===== src/design/rgfa_pkg.sv =====
// Shared types, field widths and codes of the ready-gated FIFO grant arbiter.
package rgfa_pkg;

   // Fixed widths of the request and response fields.
   localparam int QID_W    = 4;
   localparam int KIND_W   = 2;
   localparam int STATUS_W = 3;
   localparam int PKT_W    = 2;

   // Barrier packets reported ahead of a serialized dispatch.
   localparam logic [PKT_W-1:0] BARRIER_PACKETS = PKT_W'(3);

   // Default sizing of the arbiter.
   localparam int NUM_QUEUES_DEF      = 16;
   localparam int FIFO_DEPTH_DEF      = 32;
   localparam int READY_COUNT_MAX_DEF = 63;

   typedef enum logic [KIND_W-1:0] {
      KIND_DISPATCH = 2'd0,
      KIND_READY    = 2'd1,
      KIND_COMPLETE = 2'd2,
      KIND_DESTROY  = 2'd3
   } kind_type;

   typedef enum logic [STATUS_W-1:0] {
      ST_OK              = 3'd0,
      ST_FULL            = 3'd1,
      ST_NO_OWNER        = 3'd2,
      ST_DESTROY_OWNING  = 3'd3,
      ST_DESTROY_PENDING = 3'd4
   } status_type;

   // Command from the sequencer to the pending queue engine.
   typedef struct packed {
      logic             append;
      logic             search;
      logic             grant_mode;
      logic [QID_W-1:0] qid;
   } pend_cmd_type;

   // Status from the pending queue engine back to the sequencer.
   typedef struct packed {
      logic             done;
      logic             found;
      logic [QID_W-1:0] found_q;
      logic             full;
   } pend_stat_type;

endpackage


===== src/design/rgfa_pend.sv =====
// Pending queue store with an entry-by-entry search and compaction engine.
module rgfa_pend #(
   parameter int NUM_QUEUES = rgfa_pkg::NUM_QUEUES_DEF,
   parameter int FIFO_DEPTH = rgfa_pkg::FIFO_DEPTH_DEF
) (
   input  logic                    clock,
   input  logic                    reset,
   input  rgfa_pkg::pend_cmd_type  pend_cmd,
   input  logic [NUM_QUEUES-1:0]   ready_nz,
   output rgfa_pkg::pend_stat_type pend_stat
);
   import rgfa_pkg::*;

   localparam int AW     = $clog2(FIFO_DEPTH);
   localparam int CNT_W  = $clog2(FIFO_DEPTH + 1);
   localparam int QIDX_W = $clog2(NUM_QUEUES);
   localparam int QEXT_W = (QIDX_W > QID_W) ? QIDX_W : QID_W;

   typedef enum logic [2:0] {
      E_IDLE  = 3'b001,
      E_SCAN  = 3'b010,
      E_SHIFT = 3'b100
   } eng_state_type;

   eng_state_type      state_ff, state_in;
   logic [CNT_W-1:0]   cnt_ff, cnt_in;
   logic [CNT_W-1:0]   ptr_ff, ptr_in;
   logic [CNT_W-1:0]   pos_ff, pos_in;
   logic               chk_vld_ff, chk_vld_in;
   logic               mode_ff, mode_in;
   logic [QID_W-1:0]   key_ff, key_in;
   logic               wr_vld_ff, wr_vld_in;
   logic [AW-1:0]      wr_addr_ff, wr_addr_in;
   logic [QID_W-1:0]   found_q_ff, found_q_in;
   logic               found_ff, found_in;
   logic               done_ff, done_in;

   logic [QID_W-1:0]   mem_ff [FIFO_DEPTH];
   logic [QID_W-1:0]   rd_data_ff;
   logic               mem_re, mem_we;
   logic [AW-1:0]      mem_raddr, mem_waddr;
   logic [QID_W-1:0]   mem_wdata;

   logic [QEXT_W-1:0]  rd_ext;
   logic [CNT_W-1:0]   ptr_m1;
   logic               full;
   logic               hit;

   assign full   = (cnt_ff == CNT_W'(FIFO_DEPTH));
   assign rd_ext = QEXT_W'(rd_data_ff);
   assign ptr_m1 = ptr_ff - CNT_W'(1);
   // A grant search looks for a queue with a nonzero ready count, a purge for the key.
   assign hit = chk_vld_ff &&
                (mode_ff ? ready_nz[rd_ext[QIDX_W-1:0]] : (rd_data_ff == key_ff));

   always_comb begin
      state_in   = state_ff;
      cnt_in     = cnt_ff;
      ptr_in     = ptr_ff;
      pos_in     = pos_ff;
      chk_vld_in = 1'b0;
      mode_in    = mode_ff;
      key_in     = key_ff;
      wr_vld_in  = 1'b0;
      wr_addr_in = wr_addr_ff;
      found_q_in = found_q_ff;
      found_in   = found_ff;
      done_in    = 1'b0;
      mem_re     = 1'b0;
      mem_raddr  = ptr_ff[AW-1:0];
      mem_we     = 1'b0;
      mem_waddr  = wr_addr_ff;
      mem_wdata  = rd_data_ff;
      unique case (state_ff)
         E_IDLE: begin
            if (pend_cmd.append && !full) begin
               mem_we    = 1'b1;
               mem_waddr = cnt_ff[AW-1:0];
               mem_wdata = pend_cmd.qid;
               cnt_in    = cnt_ff + CNT_W'(1);
            end
            if (pend_cmd.search) begin
               mode_in  = pend_cmd.grant_mode;
               key_in   = pend_cmd.qid;
               ptr_in   = '0;
               state_in = E_SCAN;
            end
         end
         E_SCAN: begin
            if (hit) begin
               found_q_in = rd_data_ff;
               ptr_in     = pos_ff + CNT_W'(1);
               state_in   = E_SHIFT;
            end else if (ptr_ff < cnt_ff) begin
               mem_re     = 1'b1;
               chk_vld_in = 1'b1;
               pos_in     = ptr_ff;
               ptr_in     = ptr_ff + CNT_W'(1);
            end else begin
               found_in = 1'b0;
               done_in  = 1'b1;
               state_in = E_IDLE;
            end
         end
         E_SHIFT: begin
            // Each entry behind the removed one moves down by one place.
            mem_we = wr_vld_ff;
            if (ptr_ff < cnt_ff) begin
               mem_re     = 1'b1;
               wr_vld_in  = 1'b1;
               wr_addr_in = ptr_m1[AW-1:0];
               ptr_in     = ptr_ff + CNT_W'(1);
            end else begin
               cnt_in   = cnt_ff - CNT_W'(1);
               found_in = 1'b1;
               done_in  = 1'b1;
               state_in = E_IDLE;
            end
         end
         default: begin
            state_in = E_IDLE;
         end
      endcase
   end

   always_ff @(posedge clock) begin
      if (mem_we) begin
         mem_ff[mem_waddr] <= mem_wdata;
      end
      if (mem_re) begin
         rd_data_ff <= mem_ff[mem_raddr];
      end
   end

   always_ff @(posedge clock) begin
      if (reset) begin
         state_ff   <= E_IDLE;
         cnt_ff     <= '0;
         chk_vld_ff <= 1'b0;
         wr_vld_ff  <= 1'b0;
         done_ff    <= 1'b0;
      end else begin
         state_ff   <= state_in;
         cnt_ff     <= cnt_in;
         chk_vld_ff <= chk_vld_in;
         wr_vld_ff  <= wr_vld_in;
         done_ff    <= done_in;
      end
   end

   always_ff @(posedge clock) begin
      ptr_ff     <= ptr_in;
      pos_ff     <= pos_in;
      mode_ff    <= mode_in;
      key_ff     <= key_in;
      wr_addr_ff <= wr_addr_in;
      found_q_ff <= found_q_in;
      found_ff   <= found_in;
   end

   assign pend_stat.done    = done_ff;
   assign pend_stat.found   = found_ff;
   assign pend_stat.found_q = found_q_ff;
   assign pend_stat.full    = full;

endmodule


===== src/design/ready_gated_fifo_grant_arbiter.sv =====
// Top level of the ready-gated FIFO grant arbiter: sequencer, ready counts and response.
// Dispatch, disabled and out-of-range requests pass through decode to the response state;
// the next request can be taken in the cycle after the response is loaded.
// A ready request also passes through the ready-count memory read and write states.
// Grants and purges scan the pending FIFO one entry a cycle and then compact it.
// One request is in work at a time; synchronous reset clears owner, seen map and counts at once.
module ready_gated_fifo_grant_arbiter #(
   parameter int NUM_QUEUES      = rgfa_pkg::NUM_QUEUES_DEF,
   parameter int FIFO_DEPTH      = rgfa_pkg::FIFO_DEPTH_DEF,
   parameter int READY_COUNT_MAX = rgfa_pkg::READY_COUNT_MAX_DEF
) (
   input  logic                          clock,
   input  logic                          reset,
   // Configuration register.
   input  logic                          csr_wr_en,
   input  logic                          csr_wr_data,
   // Request channel.
   input  logic                          req_valid,
   output logic                          req_stall,
   input  logic [rgfa_pkg::KIND_W-1:0]   req_kind,
   input  logic [rgfa_pkg::QID_W-1:0]    req_queue_id,
   // Response channel.
   output logic                          rsp_valid,
   input  logic                          rsp_stall,
   output logic [rgfa_pkg::STATUS_W-1:0] rsp_status,
   output logic                          rsp_granted,
   output logic [rgfa_pkg::QID_W-1:0]    rsp_granted_queue,
   output logic                          rsp_blocked,
   output logic                          rsp_unblock_destroyed,
   output logic [rgfa_pkg::PKT_W-1:0]    rsp_packet_count,
   output logic                          rsp_new_queue,
   output logic                          rsp_owner_valid,
   output logic [rgfa_pkg::QID_W-1:0]    rsp_owner_queue
);
   import rgfa_pkg::*;

   localparam int QIDX_W = $clog2(NUM_QUEUES);
   localparam int QEXT_W = (QIDX_W > QID_W) ? QIDX_W : QID_W;
   localparam int RC_W   = $clog2(READY_COUNT_MAX + 1);
   localparam logic [RC_W-1:0] RC_MAX = RC_W'(READY_COUNT_MAX);

   // The sequencer walks each request through decode and, as its kind needs, the ready-count memory and the
   // pending-FIFO engine, and finally hands the result to the response register.
   typedef enum logic [7:0] {
      S_IDLE   = 8'b0000_0001,
      S_DECODE = 8'b0000_0010,
      S_RC_RD  = 8'b0000_0100,
      S_RC_WR  = 8'b0000_1000,
      S_SEARCH = 8'b0001_0000,
      S_DEC_RD = 8'b0010_0000,
      S_DEC_WR = 8'b0100_0000,
      S_RESP   = 8'b1000_0000
   } seq_state_type;

   seq_state_type       state_ff, state_in;
   logic                enable_ff;

   // Request being worked on and its result as it builds up.
   kind_type            kind_ff, kind_in;
   logic [QID_W-1:0]    q_ff, q_in;
   status_type          status_ff, status_in;
   logic                granted_ff, granted_in;
   logic [QID_W-1:0]    gq_ff, gq_in;
   logic                blocked_ff, blocked_in;
   logic                unblock_ff, unblock_in;
   logic [PKT_W-1:0]    pkt_ff, pkt_in;
   logic                new_ff, new_in;

   // Arbitration state.
   logic                owner_vld_ff, owner_vld_in;
   logic [QID_W-1:0]    owner_id_ff, owner_id_in;
   logic [NUM_QUEUES-1:0] seen_ff, seen_in;
   // A queue's ready count is nonzero exactly when its bit here is set. A clear bit
   // means a count of zero whatever the memory holds, so reset and destroy need no sweep.
   logic [NUM_QUEUES-1:0] nz_ff, nz_in;

   // Ready-count memory, one port, registered read.
   logic [RC_W-1:0]     rc_mem_ff [NUM_QUEUES];
   logic [RC_W-1:0]     rc_rd_ff;
   logic                rc_re, rc_we;
   logic [QIDX_W-1:0]   rc_addr;
   logic [RC_W-1:0]     rc_wdata;
   logic [RC_W-1:0]     rc_cur;

   // Response register.
   logic                rsp_valid_ff, rsp_valid_in;
   logic                load_rsp;
   status_type          rsp_status_ff;
   logic                rsp_granted_ff;
   logic [QID_W-1:0]    rsp_gq_ff;
   logic                rsp_blocked_ff;
   logic                rsp_unblock_ff;
   logic [PKT_W-1:0]    rsp_pkt_ff;
   logic                rsp_new_ff;
   logic                rsp_owner_vld_ff;
   logic [QID_W-1:0]    rsp_owner_id_ff;

   pend_cmd_type        pend_cmd;
   pend_stat_type       pend_stat;

   logic                req_accept;
   logic [QEXT_W-1:0]   q_ext;
   logic [QEXT_W-1:0]   gq_ext;
   logic                in_range;
   logic [QIDX_W-1:0]   qidx;
   logic [QIDX_W-1:0]   gidx;

   assign req_stall  = (state_ff != S_IDLE);
   assign req_accept = req_valid && !req_stall;

   // Queue ids at or above NUM_QUEUES are answered but change no state.
   assign q_ext    = QEXT_W'(q_ff);
   assign gq_ext   = QEXT_W'(gq_ff);
   assign in_range = ({1'b0, q_ext} < (QEXT_W + 1)'(NUM_QUEUES));
   assign qidx     = q_ext[QIDX_W-1:0];
   assign gidx     = gq_ext[QIDX_W-1:0];
   assign rc_cur   = nz_ff[qidx] ? rc_rd_ff : '0;

   rgfa_pend #(
      .NUM_QUEUES (NUM_QUEUES),
      .FIFO_DEPTH (FIFO_DEPTH)
   ) u_pend (
      .clock     (clock),
      .reset     (reset),
      .pend_cmd  (pend_cmd),
      .ready_nz  (nz_ff),
      .pend_stat (pend_stat)
   );

   always_comb begin
      state_in     = state_ff;
      kind_in      = kind_ff;
      q_in         = q_ff;
      status_in    = status_ff;
      granted_in   = granted_ff;
      gq_in        = gq_ff;
      blocked_in   = blocked_ff;
      unblock_in   = unblock_ff;
      pkt_in       = pkt_ff;
      new_in       = new_ff;
      owner_vld_in = owner_vld_ff;
      owner_id_in  = owner_id_ff;
      seen_in      = seen_ff;
      nz_in        = nz_ff;
      rc_re        = 1'b0;
      rc_we        = 1'b0;
      rc_addr      = qidx;
      rc_wdata     = rc_rd_ff;
      pend_cmd     = '0;
      pend_cmd.qid = q_ff;
      load_rsp     = 1'b0;
      unique case (state_ff)
         S_IDLE: begin
            if (req_accept) begin
               kind_in    = kind_type'(req_kind);
               q_in       = req_queue_id;
               status_in  = ST_OK;
               granted_in = 1'b0;
               gq_in      = '0;
               blocked_in = 1'b0;
               unblock_in = 1'b0;
               pkt_in     = '0;
               new_in     = 1'b0;
               state_in   = S_DECODE;
            end
         end
         S_DECODE: begin
            state_in = S_RESP;
            if (in_range) begin
               unique case (kind_ff)
                  KIND_DISPATCH: begin
                     // A full FIFO drops the request but still reports the barrier
                     // packets and marks the queue as seen.
                     if (enable_ff) begin
                        pkt_in        = BARRIER_PACKETS;
                        new_in        = !seen_ff[qidx];
                        seen_in[qidx] = 1'b1;
                        if (pend_stat.full) begin
                           status_in = ST_FULL;
                        end else begin
                           pend_cmd.append = 1'b1;
                        end
                     end
                  end
                  KIND_READY: begin
                     if (enable_ff) begin
                        state_in = S_RC_RD;
                     end
                  end
                  KIND_COMPLETE: begin
                     // A completion always blocks the finishing queue and hands
                     // execution to the oldest ready pending queue, if there is one.
                     if (enable_ff) begin
                        if (!owner_vld_ff) begin
                           status_in = ST_NO_OWNER;
                        end
                        blocked_in          = 1'b1;
                        pend_cmd.search     = 1'b1;
                        pend_cmd.grant_mode = 1'b1;
                        state_in            = S_SEARCH;
                     end
                  end
                  KIND_DESTROY: begin
                     // Destroy purges the queue even with serialization off, and an
                     // owning queue keeps ownership.
                     unblock_in    = 1'b1;
                     seen_in[qidx] = 1'b0;
                     nz_in[qidx]   = 1'b0;
                     if (owner_vld_ff && (owner_id_ff == q_ff)) begin
                        status_in = ST_DESTROY_OWNING;
                     end
                     pend_cmd.search = 1'b1;
                     state_in        = S_SEARCH;
                  end
                  default: begin
                     state_in = S_RESP;
                  end
               endcase
            end
         end
         S_RC_RD: begin
            rc_re    = 1'b1;
            state_in = S_RC_WR;
         end
         S_RC_WR: begin
            // The count saturates at its maximum.
            if (rc_cur != RC_MAX) begin
               rc_we       = 1'b1;
               rc_wdata    = rc_cur + RC_W'(1);
               nz_in[qidx] = 1'b1;
            end
            if (!owner_vld_ff) begin
               pend_cmd.search     = 1'b1;
               pend_cmd.grant_mode = 1'b1;
               state_in            = S_SEARCH;
            end else begin
               state_in = S_RESP;
            end
         end
         S_SEARCH: begin
            if (pend_stat.done) begin
               state_in = S_RESP;
               if (kind_ff == KIND_DESTROY) begin
                  if (pend_stat.found && (status_ff != ST_DESTROY_OWNING)) begin
                     status_in = ST_DESTROY_PENDING;
                  end
               end else if (pend_stat.found) begin
                  granted_in   = 1'b1;
                  gq_in        = pend_stat.found_q;
                  owner_vld_in = 1'b1;
                  owner_id_in  = pend_stat.found_q;
                  state_in     = S_DEC_RD;
               end else if (kind_ff == KIND_COMPLETE) begin
                  // Nothing ready to run: execution goes back to no owner.
                  owner_vld_in = 1'b0;
                  owner_id_in  = '0;
               end
            end
         end
         S_DEC_RD: begin
            rc_re    = 1'b1;
            rc_addr  = gidx;
            state_in = S_DEC_WR;
         end
         S_DEC_WR: begin
            // The granted queue had a nonzero count, so the memory value is live.
            rc_we       = 1'b1;
            rc_addr     = gidx;
            rc_wdata    = rc_rd_ff - RC_W'(1);
            nz_in[gidx] = (rc_rd_ff != RC_W'(1));
            state_in    = S_RESP;
         end
         S_RESP: begin
            if (!rsp_valid_ff || !rsp_stall) begin
               load_rsp = 1'b1;
               state_in = S_IDLE;
            end
         end
         default: begin
            state_in = S_IDLE;
         end
      endcase
   end

   always_comb begin
      rsp_valid_in = rsp_valid_ff;
      if (load_rsp) begin
         rsp_valid_in = 1'b1;
      end else if (rsp_valid_ff && !rsp_stall) begin
         rsp_valid_in = 1'b0;
      end
   end

   always_ff @(posedge clock) begin
      if (rc_we) begin
         rc_mem_ff[rc_addr] <= rc_wdata;
      end
      if (rc_re) begin
         rc_rd_ff <= rc_mem_ff[rc_addr];
      end
   end

   always_ff @(posedge clock) begin
      if (reset) begin
         state_ff     <= S_IDLE;
         enable_ff    <= 1'b0;
         owner_vld_ff <= 1'b0;
         owner_id_ff  <= '0;
         seen_ff      <= '0;
         nz_ff        <= '0;
         rsp_valid_ff <= 1'b0;
      end else begin
         state_ff     <= state_in;
         if (csr_wr_en) begin
            enable_ff <= csr_wr_data;
         end
         owner_vld_ff <= owner_vld_in;
         owner_id_ff  <= owner_id_in;
         seen_ff      <= seen_in;
         nz_ff        <= nz_in;
         rsp_valid_ff <= rsp_valid_in;
      end
   end

   always_ff @(posedge clock) begin
      kind_ff    <= kind_in;
      q_ff       <= q_in;
      status_ff  <= status_in;
      granted_ff <= granted_in;
      gq_ff      <= gq_in;
      blocked_ff <= blocked_in;
      unblock_ff <= unblock_in;
      pkt_ff     <= pkt_in;
      new_ff     <= new_in;
      if (load_rsp) begin
         rsp_status_ff    <= status_ff;
         rsp_granted_ff   <= granted_ff;
         rsp_gq_ff        <= gq_ff;
         rsp_blocked_ff   <= blocked_ff;
         rsp_unblock_ff   <= unblock_ff;
         rsp_pkt_ff       <= pkt_ff;
         rsp_new_ff       <= new_ff;
         rsp_owner_vld_ff <= owner_vld_ff;
         rsp_owner_id_ff  <= owner_id_ff;
      end
   end

   assign rsp_valid             = rsp_valid_ff;
   assign rsp_status            = rsp_status_ff;
   assign rsp_granted           = rsp_granted_ff;
   assign rsp_granted_queue     = rsp_gq_ff;
   assign rsp_blocked           = rsp_blocked_ff;
   assign rsp_unblock_destroyed = rsp_unblock_ff;
   assign rsp_packet_count      = rsp_pkt_ff;
   assign rsp_new_queue         = rsp_new_ff;
   assign rsp_owner_valid       = rsp_owner_vld_ff;
   assign rsp_owner_queue       = rsp_owner_id_ff;

   // A granted queue is the owner reported with the same response.
   a_grant_owner: assert property (@(posedge clock) disable iff (reset)
      rsp_valid && rsp_granted |-> rsp_owner_valid && (rsp_owner_queue == rsp_granted_queue))
      else $error("granted queue is not the reported owner");

   // A completion either hands execution on or leaves no owner behind.
   a_block_outcome: assert property (@(posedge clock) disable iff (reset)
      rsp_valid && rsp_blocked |-> rsp_granted || !rsp_owner_valid)
      else $error("completion left a stale owner");

   // Without an owner the owner id reads as zero.
   a_owner_clear: assert property (@(posedge clock) disable iff (reset)
      rsp_valid && !rsp_owner_valid |-> (rsp_owner_queue == '0))
      else $error("owner id not cleared with ownership");

endmodule


===== config.mk =====
export PLATFORM = sky130hd
export DESIGN_NAME = ready_gated_fifo_grant_arbiter
export DESIGN_NICKNAME = d
export VERILOG_FILES = /design/src/design/rgfa_pkg.sv /design/src/design/rgfa_pend.sv /design/src/design/ready_gated_fifo_grant_arbiter.sv
export SDC_FILE = /design/constraint.sdc
export NUM_CORES = 1
export LEC_CHECK = 0
export BUFFER_PORTS_ARGS = -buffer_cell sky130_fd_sc_hd__buf_4
export CORE_ASPECT_RATIO = 2
export CORE_MARGIN = 3
export CORE_UTILIZATION = 60
export CTS_CLUSTER_SIZE = 30
export DETAILED_ROUTE_END_ITERATION = 12
export GPL_ROUTABILITY_DRIVEN = 0
export GPL_TIMING_DRIVEN = 0
export PLACE_DENSITY = 0.77
export SYNTH_ARGS = -nofsm -noshare
export SYNTH_HDL_FRONTEND = slang
export SYNTH_SLANG_ARGS = --single-unit

===== constraint.sdc =====
create_clock -name clock -period 4.95 [get_ports clock]
set_clock_uncertainty 0.1 [all_clocks]
set_input_delay 0.99 -clock clock [delete_from_list [all_inputs] [get_ports clock]]
set_output_delay 0.99 -clock clock [all_outputs]
set_load 0.05 [all_outputs]

-- Word-level counts from Yosys, hierarchy flattened
Memory sizes are Yosys's and may differ from the RTL's. A register that Yosys moved wholly into a read port is not among the register bits.
Index checks and enable logic that the tools add are counted.
- output and inout bits: 20
- register bits after elaboration: 123
- bits of input ports: 12
- memories kept: 2
- memory bits (writable): 224
- memory list (memory ; words ; bits a word ; rd ports ; clocked after Yosys merged registers in ; write ports ; line ; RTL):
    u_pend.mem_ff ; 32 ; 4 ; 1 ; 1 ; 1 ; rgfa_pend.sv:38 ; logic [QID_W-1:0] mem_ff [FIFO_DEPTH];
    rc_mem_ff ; 16 ; 6 ; 1 ; 1 ; 1 ; ready_gated_fifo_grant_arbiter.sv:78 ; logic [RC_W-1:0] rc_mem_ff [NUM_QUEUES];
- mux-type cells: 115
- add/subtract/negate cells: 7
- bitwise operators: 9
- reductions and logical operators: 46
- $lt $le $gt $ge: 6
- eq/ne operators: 45
- operators by type and width (kind ; number):
    $mux 8 ; 8
    $pmux 8 s8 ; 1
    $mux 16 ; 3
    $pmux 16 s3 ; 1
    $mux 6 ; 7
    $mux 1 ; 40
    $mux 3 ; 12
    $mux 4 ; 9
    $and 16x16->16 ; 2
    $or 16x16->16 ; 2
    $pmux 16 s2 ; 1
    $ne 2x2->1 const B ; 14
    $pmux 3 s3 ; 3
    $add 6x1->6 const B ; 4
    $pmux 6 s2 ; 2
    $pmux 8 s3 ; 1
    $pmux 1 s2 ; 10
    $pmux 6 s3 ; 1
    $reduce_and 3->1 ; 6
    $bwmux 16 ; 1
    $not 16->16 ; 1
    $reduce_and 4->1 ; 4
    $lt 4x5->1 const B ; 3
    $reduce_bool 2->1 ; 7
    other kinds (42) ; 85

-- Logic depth before layout (Yosys ltp)
- depth in word-level cells: 10
- mapped depth: 11
- mapped depth without buffers: 10

-- By module
A second synthesis with hierarchy kept.
- cell total of the unflattened synthesis: 1532
- area, all modules: 17979.7 µm²
- modules (own cells, without submodules) (module ; cells an instance ; area an instance (µm²) ; times used ; sequential area each (µm²)):
    ready_gated_fifo_grant_arbiter ; 1047 ; 10472.5 ; 1 ; 5054.8
    rgfa_pend ; 485 ; 7507.2 ; 1 ; 5014.8

-- Least setup slack after synthesis
Ideal clock, no wire load.
- path kind: flip-flop to flip-flop
- from: reg q_ff[0] (netlist: q_ext[0])
- to: mem rc_mem_ff[14][0] (netlist name) (enable)
- period minus slack after synthesis: 3.550 ns
- data required time: 4.500 ns
- cell stages (with the launch flop): 12
- path slack: 1.400 ns
- arrival time: 3.100 ns
- cell sequence: edfxtp_1 -> buf_6 -> mux4_2 -> mux4_2 -> and2_1 -> ha_1 -> nand4_1 -> nor2_1 -> a21oi_1 -> or2_1 -> o21ai_0 -> nor2_1
- longest elaborated chain between the ends: 8
- RTL lines (what ; line ; RTL):
    start, declared ; ready_gated_fifo_grant_arbiter.sv:60 ; logic [QID_W-1:0] q_ff, q_in;
    start signal, assigned ; ready_gated_fifo_grant_arbiter.sv:327 ; q_ff <= q_in;
    $bmux 1 s4 ; ready_gated_fifo_grant_arbiter.sv:117 ; assign rc_cur = nz_ff[qidx] ? rc_rd_ff : '0;
    $mux 1 (not written as such) ; ready_gated_fifo_grant_arbiter.sv:117 ;
    $mux 6 ; ready_gated_fifo_grant_arbiter.sv:117 ;
    $ne 6x6->1 ; ready_gated_fifo_grant_arbiter.sv:227 ; if (rc_cur != RC_MAX) begin
    $mux 1 ; ready_gated_fifo_grant_arbiter.sv:227 ;
    $pmux 1 s2 ; ready_gated_fifo_grant_arbiter.sv:152 ; unique case (state_ff)
    $mux 1 ; ready_gated_fifo_grant_arbiter.sv:295 ; if (rc_we) begin
    $mux 1 (not written as such) ; ready_gated_fifo_grant_arbiter.sv:296 ; rc_mem_ff[rc_addr] <= rc_wdata;
    end, declared ; ready_gated_fifo_grant_arbiter.sv:78 ;
Several ways; a longest one is shown, not always the timed one. The select of a mux whose other input is x is not followed.

-- Final worst setup path
- from: reg q_ff[3] (netlist: q_ext[3])
- to: mem rc_mem_ff[1][3] (netlist name) (enable)
The elaborated chain is that of the path after synthesis.

==> impl_metrics.env <==
export IMPL_status="complete, but fails checks"
export IMPL_violations="max-capacitance violations"
export IMPL_yosys_cell_types_count=66
export IMPL_total_power_mw=5.89
export IMPL_yosys_warnings=0
export IMPL_synthFlopType="edfxtp_1"
export IMPL_max_clock_freq_mhz=223
export IMPL_max_slew_margin_rel_pct=0.221
export IMPL_dr_total_vias=10870
export IMPL_cts_resized_gates=0
export IMPL_required_ns=5.06
export IMPL_gr_total_overflow=0
export IMPL_syn_area_per_cell_sq_um=13.1
export IMPL_via_per_inst=6.55
export IMPL_wire_per_inst_um=25.6
export IMPL_grt_pass1_vias=11375
export IMPL_syn_to_final_growth_pct=10.3
export IMPL_ir_drop_v=0.000323
export IMPL_nets=1321
export IMPL_clock_latency_ns=0.58
export IMPL_fin_area_sq_um=17700
export IMPL_drc=0
export IMPL_holdCritStartpoint="unblock_ff"
export IMPL_async_flop_share_pct=0
export IMPL_clock_sinks=355
export IMPL_die_area_sq_um=28900
export IMPL_post_cts_buffers=0
export IMPL_grt_pass1_wl_um=64000
export IMPL_synthesis_area_sq_um=16100
export IMPL_routed_wl_um=42500
export IMPL_drt_iter0_drc=972
export IMPL_rsz0062_at_grt="false"
export IMPL_crit_path_start="q_ext[3]"
export IMPL_die_y_um=238
export IMPL_n_antenna_cell=0
export IMPL_core_sq_um=26400
export IMPL_placed_area_sq_um=16800
export IMPL_grt_max_degree=33
export IMPL_synth_fp_nets=1257
export IMPL_ioPinCount=32
export IMPL_cts_buffers=30
export IMPL_synth_edf_count=296
export IMPL_end_kind="flop"
export IMPL_reg2reg_from="q_ext[3]"
export IMPL_ys_seq_elements=355
export IMPL_synthCells=1229
export IMPL_static_leakage_power_nw=5.86
export IMPL_fin_crit_sh_pct=90.5
export IMPL_slew_viol_final=0
export IMPL_path_clk_slew_ns=0.07
export IMPL_crit_path_start_kind="flop"
export IMPL_holdBufCountCts=0
export IMPL_min_path_type="flop to flop"
export IMPL_die_w_um=122
export IMPL_ys_seq_area_share_pct=62.6
export IMPL_arrival_ns=4.58
export IMPL_rows=84
export IMPL_cts_htree_levels=1
export IMPL_path_max_fanout=10
export IMPL_drt_first_pass_iters=7
export IMPL_hpwlAfterDp_um=31300
export IMPL_cts_tree="built"
export IMPL_finalSetupViolCount=0
export IMPL_ant_nets=0
export IMPL_cts_root_buffer_cell="clkbuf_16"
export IMPL_min_period_ns=4.48
export IMPL_grt_use_total_pct=29.9
export IMPL_crit_type="flop to flop"
export IMPL_port_buffers=31
export IMPL_hold_viol=0
export IMPL_antenna_found_initial=0
export IMPL_clockBufferDepth=3
export IMPL_drv_cap=1
export IMPL_power_per_cell_area_nw_per_um2=332
export IMPL_worst_pin_slew_ns=1.49
export IMPL_initial_core_util_pct=61.0
export IMPL_layout_drive_gt1_share_pct=13.2
export IMPL_fin_setup_tns_ns=0
-- Yosys cell counts (6+ instances only) --
cell      count  area (sq um)
clkbuf_1     43           161
a31oi_1      11          68.8
buf_1         8          30.0
or4_1         6          45.0
mux2_2        9           101
or3_1         6          37.5
nor4_1       17           106
buf_2        14          70.1
a22oi_1       7          52.6
o22ai_1      33           206
and3_1        8          50.1
nand2b_1     13          81.3
nor2b_1       8          50.1
mux2i_1      61           611
a41oi_1       7          61.3
a21oi_1      80           400
edfxtp_1    296          8890
a211oi_1      7          52.6
o211ai_1      6          45.0
xor2_1       10          87.6
xnor2_1      16           140
ha_1         15           188
dfxtp_1      59          1180
nand3_1      31           155
nand2_1      64           240
o21ai_0      62           310
mux4_2       50          1130
nor3_1       48           240
and2_1       11          68.8
nor2_1      111           417
inv_1        28           105
o31ai_1       7          52.6
-- layer usage --
layer | up-vias | GRT usage, % | wire, um | part of all wire [%]
li1 | 4875 | - | - | -
met1 | 5235 | 26.1 | 12400 | 29
met2 | 525 | 55.5 | 23200 | 55
met3 | 235 | 4.98 | 2200 | 5.2
met4 | 0 | 26.9 | 4670 | 11
met5 | - | 0 | 0 | 0
-- sequential cells by signal (all words and copies together), names as in the netlist, 5 cells and up, named ones only --
signal,flops
u_pend.mem_ff,128
rc_mem_ff,96
nz_ff,16
state_ff,8
rc_rd_ff,6
u_pend.cnt_ff,6
u_pend.pos_ff,6
u_pend.ptr_ff,6
u_pend.wr_addr_ff,5
-- layout by cell type (no fill, tap or decap), drive strengths merged, types with 6 or more instances in the layout --
cell type  instances
a31oi             11
inv               29
o31ai              8
buf               60
and2              12
clkinv            19
nor2             111
dfxtp             59
a211oi             7
xor2              10
clkbuf            76
or4                6
mux4              50
mux2               9
nand2             64
xnor2             16
edfxtp           296
or3                6
nand2b            13
o211ai             6
and3               8
nand3             31
mux2i             61
a41oi              7
a22oi              7
nor4              17
o21ai             64
nor2b              8
a21oi             80
ha                15
nor3              50
o22ai             33
-- area by class of cell --
type | count | area (sq um)
plain buffers | 71 | 318
clock buffers | 33 | 783
clock inverters | 21 | 183
fillers | 1889 | 8640
inverters | 30 | 113
multi-input cells | 773 | 5600
flip-flops and latches | 355 | 10100
well taps | 344 | 430
repair buffers | 32 | 244
-- per-stage QoR --
step	instances	setup slack [ns]	utilization [%]	hold slack, ns
2_1_floorplan	1229	1.40	-	0.300
3_3_place_gp	1604	0.197	63.5	0.305
5_1_grt	1659	0.286	67.3	0.340
4_1_cts	1658	0.159	67.2	0.330
3_5_place_dp	1604	0.229	63.6	0.308
6_report	1659	0.472	67.3	0.324
-- worst max-delay path: stages (launching register included) --
cell and delay (ns):
edfxtp_1 0.44, clkbuf_1 0.47, mux4_2 0.41, mux4_2 0.60, and2_1 0.21, ha_1 0.25
nand4_1 0.17, nor2_1 0.14, a21oi_1 0.20, or2_1 0.28, o21ai_0 0.25, nor2_1 0.57
-- report_power, final --
| part | leakage, nW | switching [mW] | total (mW) | internal [mW] |
|---|---|---|---|---|
| logic | 2.25 | 0.216 | 0.313 | 0.0969 |
| clock network | 0.471 | 1.07 | 2.33 | 1.25 |
| registers | 3.14 | 0.0223 | 3.25 | 3.23 |
-- kinds of logic after synthesis --
| kind of cell | count (synthesis) | share of synthesized area [%] |
|---|---|---|
| DFF | 355 | 62.6 |
| and+or+nand+nor | 365 | 11.4 |
| muxes | 120 | 11.4 |
| buffers and inverters | 101 | 2.67 |
| adders and majority gates | 16 | 1.29 |
| xor gates and xnor gates | 26 | 1.42 |
| AOI/OAI and AO/OA | 246 | 9.18 |
-- path summary, 6_finish.rpt --
check / end / slack, ns / cells after the start
worst max-delay path: rc_mem_ff[1][3] / 0.47 / 11
worst min-delay path: rsp_unblock_destroyed / 0.32 / 0
worst max register to register: rc_mem_ff[1][3] / 0.47 / 11
worst min register to register: rsp_unblock_destroyed / 0.32 / 0
Power figures use the tool's default switching activity.
